$ cat src/design/pbr_pkg.sv
// package for the base relocation engine: result kinds, entry type codes,
// header phase encoding and field widths; no dependencies
`default_nettype none

package pbr_pkg;

    localparam int unsigned WORD_W   = 16;
    localparam int unsigned ADDR_W   = 64;
    localparam int unsigned PAGE_W   = 32;
    localparam int unsigned COUNT_W  = 31;
    localparam int unsigned OFFSET_W = 12;
    localparam int unsigned TYPE_W   = 4;
    localparam int unsigned KIND_W   = 2;

    localparam logic [PAGE_W-1:0] HEADER_BYTES = 32'd8;

    typedef logic [KIND_W-1:0] kind_t;
    localparam kind_t KIND_ADD32 = 2'd0;
    localparam kind_t KIND_ADD64 = 2'd1;
    localparam kind_t KIND_ERROR = 2'd2;

    typedef logic [TYPE_W-1:0] reloc_type_t;
    localparam reloc_type_t TYPE_ABSOLUTE = 4'd0;
    localparam reloc_type_t TYPE_HIGHLOW  = 4'd3;
    localparam reloc_type_t TYPE_DIR64    = 4'd10;

    // config register indexes
    localparam logic REG_LOAD_BASE   = 1'b0;
    localparam logic REG_IMAGE_DELTA = 1'b1;

    typedef enum logic [4:0] {
        PH_PAGE_LO = 5'b00001,
        PH_PAGE_HI = 5'b00010,
        PH_SIZE_LO = 5'b00100,
        PH_SIZE_HI = 5'b01000,
        PH_ENTRY   = 5'b10000
    } phase_t;

endpackage

`default_nettype wire

$ cat src/design/pe_base_relocation_engine_core.sv
// PE/COFF base relocation engine top level: directory word parser and patch
// command output register; depends on pbr_pkg
`default_nettype none

// Takes the relocation directory one 16-bit word per request and returns at most
// one patch command per word. The header/entry parser and the 64-bit address add
// sit between the state registers and the result register, so a word can be
// accepted on every clock while the result slot is empty or being drained the same
// cycle. A result is registered and appears in the cycle after its word. An unknown
// entry type returns one error result and all later words are swallowed until reset;
// with image_delta at zero words are parsed but nothing comes out. The user must
// write load_base and image_delta via the config port only while idle (unenforced).
module pe_base_relocation_engine_core (
    input  wire                          aclk,
    input  wire                          aresetn,
    input  wire                          cfg_we,
    input  wire                          cfg_index,
    input  wire  [pbr_pkg::ADDR_W-1:0]   cfg_wdata,
    input  wire                          s_valid,
    output logic                         s_ready,
    input  wire  [pbr_pkg::WORD_W-1:0]   s_reloc_word,
    output logic                         m_valid,
    input  wire                          m_ready,
    output logic [pbr_pkg::KIND_W-1:0]   m_patch_kind,
    output logic [pbr_pkg::ADDR_W-1:0]   m_patch_address,
    output logic [pbr_pkg::ADDR_W-1:0]   m_patch_addend,
    output logic [pbr_pkg::TYPE_W-1:0]   m_bad_type
);
    import pbr_pkg::*;

    logic [ADDR_W-1:0]  load_base_reg;
    logic [ADDR_W-1:0]  image_delta_reg;

    phase_t             phase_reg, phase_next;
    logic [PAGE_W-1:0]  page_offset_reg, page_offset_next;
    logic [COUNT_W-1:0] entries_left_reg, entries_left_next;
    logic [WORD_W-1:0]  size_low_reg, size_low_next;
    logic               error_stop_reg, error_stop_next;

    logic               out_valid_reg;
    kind_t              out_kind_reg;
    logic [ADDR_W-1:0]  out_address_reg;
    logic [ADDR_W-1:0]  out_addend_reg;
    reloc_type_t        out_type_reg;

    logic               in_accept;
    logic               res_valid;
    kind_t              res_kind;
    logic [ADDR_W-1:0]  res_address;
    logic [ADDR_W-1:0]  res_addend;
    reloc_type_t        entry_type;
    logic [PAGE_W-1:0]  block_size;
    logic [PAGE_W-1:0]  size_minus_hdr;
    logic [COUNT_W-1:0] entries_dec;

    assign s_ready   = !out_valid_reg || m_ready;
    assign in_accept = s_valid && s_ready;

    assign entry_type     = s_reloc_word[WORD_W-1 -: TYPE_W];
    assign block_size     = {s_reloc_word, size_low_reg};
    assign size_minus_hdr = block_size - HEADER_BYTES;
    assign entries_dec    = entries_left_reg - 1'b1;

    assign res_address = load_base_reg + {{(ADDR_W-PAGE_W){1'b0}}, page_offset_reg}
                       + {{(ADDR_W-OFFSET_W){1'b0}}, s_reloc_word[OFFSET_W-1:0]};

    // parser state update and result for the word at the input
    always_comb begin
        phase_next        = phase_reg;
        page_offset_next  = page_offset_reg;
        entries_left_next = entries_left_reg;
        size_low_next     = size_low_reg;
        error_stop_next   = error_stop_reg;
        res_valid         = 1'b0;
        res_kind          = KIND_ERROR;
        res_addend        = '0;
        if (!error_stop_reg) begin
            unique case (phase_reg)
                PH_PAGE_HI: begin
                    page_offset_next = {s_reloc_word, page_offset_reg[WORD_W-1:0]};
                    phase_next       = PH_SIZE_LO;
                end
                PH_SIZE_LO: begin
                    size_low_next = s_reloc_word;
                    phase_next    = PH_SIZE_HI;
                end
                PH_SIZE_HI: begin
                    // short block is header only; odd size rounds down
                    if (block_size < HEADER_BYTES) begin
                        entries_left_next = '0;
                    end else begin
                        entries_left_next = size_minus_hdr[PAGE_W-1:1];
                    end
                    phase_next = (entries_left_next == '0) ? PH_PAGE_LO : PH_ENTRY;
                end
                PH_ENTRY: begin
                    entries_left_next = entries_dec;
                    if (entries_dec == '0) begin
                        phase_next = PH_PAGE_LO;
                    end
                    if (entry_type != TYPE_ABSOLUTE && image_delta_reg != '0) begin
                        res_valid = 1'b1;
                        if (entry_type == TYPE_HIGHLOW) begin
                            res_kind   = KIND_ADD32;
                            res_addend = {{(ADDR_W-32){1'b0}}, image_delta_reg[31:0]};
                        end else if (entry_type == TYPE_DIR64) begin
                            res_kind   = KIND_ADD64;
                            res_addend = image_delta_reg;
                        end else begin
                            res_kind        = KIND_ERROR;
                            error_stop_next = 1'b1;
                        end
                    end
                end
                default: begin
                    // first header word, also taken for any unexpected phase code
                    page_offset_next = {{(PAGE_W-WORD_W){1'b0}}, s_reloc_word};
                    phase_next       = PH_PAGE_HI;
                end
            endcase
        end
    end

    always_ff @(posedge aclk) begin
        if (!aresetn) begin
            load_base_reg    <= '0;
            image_delta_reg  <= '0;
            phase_reg        <= PH_PAGE_LO;
            page_offset_reg  <= '0;
            entries_left_reg <= '0;
            size_low_reg     <= '0;
            error_stop_reg   <= 1'b0;
            out_valid_reg    <= 1'b0;
        end else begin
            if (cfg_we) begin
                unique case (cfg_index)
                    REG_LOAD_BASE:   load_base_reg   <= cfg_wdata;
                    REG_IMAGE_DELTA: image_delta_reg <= cfg_wdata;
                    default:         load_base_reg   <= load_base_reg;
                endcase
            end
            if (in_accept) begin
                phase_reg        <= phase_next;
                page_offset_reg  <= page_offset_next;
                entries_left_reg <= entries_left_next;
                size_low_reg     <= size_low_next;
                error_stop_reg   <= error_stop_next;
                out_valid_reg    <= res_valid;
            end else if (m_ready) begin
                out_valid_reg <= 1'b0;
            end
        end
    end

    // result payload, loaded with each accepted word that yields a result
    always_ff @(posedge aclk) begin
        if (in_accept && res_valid) begin
            out_kind_reg    <= res_kind;
            out_address_reg <= res_address;
            out_addend_reg  <= res_addend;
            out_type_reg    <= entry_type;
        end
    end

    assign m_valid         = out_valid_reg;
    assign m_patch_kind    = out_kind_reg;
    assign m_patch_address = out_address_reg;
    assign m_patch_addend  = out_addend_reg;
    assign m_bad_type      = out_type_reg;

`ifndef SYNTHESIS
    a_error_sets_stop: assert property (@(posedge aclk) disable iff (!aresetn)
        m_valid && m_patch_kind == KIND_ERROR |-> error_stop_reg)
        else $error("error result without error stop");

    a_entry_has_count: assert property (@(posedge aclk) disable iff (!aresetn)
        phase_reg == PH_ENTRY |-> entries_left_reg != '0)
        else $error("entry phase with no entries left");

    a_stop_freezes: assert property (@(posedge aclk) disable iff (!aresetn)
        error_stop_reg && in_accept |=> $stable(phase_reg) && $stable(entries_left_reg)
            && $stable(page_offset_reg))
        else $error("parser state moved after error stop");

    a_add32_addend: assert property (@(posedge aclk) disable iff (!aresetn)
        m_valid && m_patch_kind == KIND_ADD32 |-> m_patch_addend[ADDR_W-1:32] == '0)
        else $error("32-bit patch with wide addend");

    a_kind_legal: assert property (@(posedge aclk) disable iff (!aresetn)
        m_valid |-> m_patch_kind == KIND_ADD32 || m_patch_kind == KIND_ADD64
            || m_patch_kind == KIND_ERROR)
        else $error("illegal patch kind");
`endif

endmodule

`default_nettype wire

$ cat config.mk
export PLATFORM = sky130hd
export DESIGN_NAME = pe_base_relocation_engine_core
export DESIGN_NICKNAME = d
export VERILOG_FILES = /design/src/design/pbr_pkg.sv /design/src/design/pe_base_relocation_engine_core.sv
export SDC_FILE = /design/constraint.sdc
export NUM_CORES = 1
export LEC_CHECK = 0
export BUFFER_PORTS_ARGS = -buffer_cell sky130_fd_sc_hd__clkbuf_2
export CAP_MARGIN = 20
export CORE_MARGIN = 2
export CORE_UTILIZATION = 45
export DETAILED_ROUTE_END_ITERATION = 8
export PLACE_DENSITY = 0.69
export SLEW_MARGIN = 5
export SYNTH_ARGS = -nofsm -noshare
export SYNTH_HDL_FRONTEND = slang
export SYNTH_SLANG_ARGS = --single-unit
$ cat constraint.sdc
create_clock -name aclk -period 22.1 [get_ports aclk]
set_input_delay 4.42 -clock aclk [delete_from_list [all_inputs] [get_ports aclk]]
set_output_delay 4.42 -clock aclk [all_outputs]
set_load 0.01 [all_outputs]
==> impl_metrics.toml <==
[outcome]
status = "complete, no violations"

[logic_synthesis]
ys_seq_elements = 347
yosys_warnings = 0
synth_top_area_frac = 0.248
yosys.area.top_type = "dfxtp_1"
async_reset_ff_frac = 0
synth_nets = 1969
synth_edf_count = 134
synth_area_per_cell_um2 = 9.48
yosysSeqAreaShare = 0.482
synth_area_leaders = "dfxtp_1, edfxtp_1, nand2_1, a21boi_0, ha_1"
synth.distinct_cells = 78
synthFlopType = "dfxtp_1"
synthCells = 1815
syn_area_um2 = 17200

[setup_path]
end_kind = "output port"
critPathBufInv = 2
crit_required_ps = 17680
timing.rr.start = "load_base_reg[1]"
critical-path-top-delay-family = "buffers and inverters"
critPathArrivalTime_ps = 4810
crit_slowest_cell = "nand2b_1"
max_stage_delay_ps = 170
crit_fanout = 4
r2r_cells = 12
worstSetupPathType = "input pin to output port"
r2r_slack_ps = 17900
rr_endpoint = "m_patch_address[53]"
path_depth = 3
start_kind = "input pin"
path_common_cell = "clkbuf_2"
cp_cell_sequence = "clkbuf_2, nand2b_1, clkbuf_2"

[clock_tree]
cts_tree = "yes"
clk_pin_slew_ps = 60
clock_path_buffers = 3
cts_hold_buf = 0
post_cts_buffers = 0
clkSinkCount = 347
cts_root_buf = "clkbuf_16"
cts_resized = 0
insertion_delay_ps = 570
h-tree-depth = 2
cts_buffers = 39

[sta]
slew_headroom = 0.290
tns_ps = 0
fin_crit_ps = 9230
tightest_slew_ps = 1070
finClkSkew_ps = 21.8
rsz0062_at_grt = "false"
finalHoldViolCount = 0
fin_crit_sh = 0.418
drv_slew = 0
setup_viol = 0
fmax_mhz = 108
setup_ws_ps = 12870

[drt]
avgRoutedWirePerCell_um = 19.2
totalWireLength_um = 48600
drt-initial-drc-count = 1091
num_vias = 14005
viasPerCell = 5.52
firstDrtPassIters = 7
drc = 0
ant_nets = 0

[global_routing]
grt_pass1_wl_um = 74000
antenna_found_initial = 1
grt_max_degree = 78
track_usage = 0.241
overflow = 0
grt_pass1_vias = 13042

[floorplanning]
io_pins = 222
die_w_um = 200
core_um2 = 37700
die_height_um = 200
die_area_um2 = 39800
start_util = 0.457
fp-row-count = 71

[min_path]
worstHoldStart = "load_base_reg[31]"
min_path_type = "flop to flop"
worstHoldPathCells = 2
holdPathEnd = "load_base_reg[31]"

[pwr]
peakVddDrop_uv = 64.3
pwr_density_cell_nw_per_um2 = 72.5
totalPowerFinal_w = 0.00145
leakage_nw = 7.77

[placed_design]
place_ws_ps = 12870
place_hpwl_um = 34800
port_buffers = 221
gp_congestion = 0.934

[finish]
syn_to_final_growth_pct = 16.6
final_common_cell = "nand2_1"
layout-drive-gt1-share = 0.167
fin_nets = 2148
final_cell_mix = "nand2_1, clkbuf_2, dfxtp_1"

[job]
maxCapViolCount = 0
-- worst max path at each step --
stage / startpoint / endpoint / slack, ps
after global placement: m_ready / s_ready / 12860
after floorplan: s_reloc_word[12] / m_bad_type[0] / 3450
after global routing: m_ready / s_ready / 12840
after detailed placement: m_ready / s_ready / 12870
after CTS: m_ready / s_ready / 12870
final: m_ready / s_ready / 12870
-- layer usage --
layer | part of all wire | GRT usage | routed length, um
met2 | 0.45 | 0.382 | 22000
met4 | 0.026 | 0.0818 | 1270
met3 | 0.066 | 0.0366 | 3220
met1 | 0.46 | 0.335 | 22200
met5 | 0 | 0 | 0
-- final cells by class --
type                    instances  area, um2
well taps                     511        639
diodes                          1       2.50
clock inverters                20        186
repair buffers                242       1270
inverters                      22       82.6
flip-flops and latches        347       8290
multi-input cells            1342       8490
fillers                      3469      17600
clock buffers                  52       1110
-- worst register-to-register path: stages, from the launching register on --
cell and delay (ps):
dfxtp_1 370, fa_1 530, ha_1 200, fa_1 250
a211oi_1 90, nor2_1 300, o211ai_1 220, a2111oi_0 600
o22ai_1 340, o31ai_2 300, buf_4 290, nor4b_1 360
xnor2_1 110
-- logic make-up (layout without fill, tap and decap cells) --
logic type / after synthesis / after routing / synth area share
AND/OR/NAND/NOR: 777 / 777 / 0.220
adder cells (fa/ha/maj): 68 / 68 / 0.0551
buffers and inverters: 126 / 336 / 0.0290
flip-flops: 347 / 347 / 0.482
multiplexers: 18 / 18 / 0.0105
XOR/XNOR: 91 / 91 / 0.0463
AO/OA/AOI/OAI: 388 / 388 / 0.157
other: 0 / 1 / 0
-- metrics by stage --
step / cell area, um2 / std cells / hold slack (ps) / util
after floorplan: 17200 / 1815 / 443 / -
after global placement: 18800 / 2464 / 455 / 0.498
after detailed placement: 18800 / 2464 / 469 / 0.498
after CTS: 20100 / 2536 / 477 / 0.532
after global routing: 20100 / 2537 / 495 / 0.532
final: 20100 / 2537 / 473 / 0.532
-- synth_stat cells, drive strengths merged (7+ instances only) --
library cell / count
a2111oi: 7
a211oi: 7
a21boi: 175
a21o: 17
a21oi: 58
a22oi: 8
a31oi: 11
and2: 72
and3: 16
buf: 20
clkbuf: 84
dfxtp: 213
edfxtp: 134
fa: 13
ha: 55
inv: 22
mux2i: 18
nand2: 380
nand2b: 8
nand3: 49
nand4: 26
nor2: 69
nor2b: 31
nor3: 31
nor4: 43
o211ai: 8
o21ai: 55
or3: 8
or4: 13
xnor2: 71
xor2: 20
-- where the power goes --
| part | total, W | leakage (nW) | switching [W] | internal [W] |
|---|---|---|---|---|
| sequential | 0.000689 | 2.98 | 0.0000126 | 0.000677 |
| clock | 0.000651 | 0.628 | 0.000272 | 0.000379 |
| combinational | 0.000114 | 4.16 | 0.0000707 | 0.0000435 |
No activity file was read; power rests on OpenSTA's default activity.
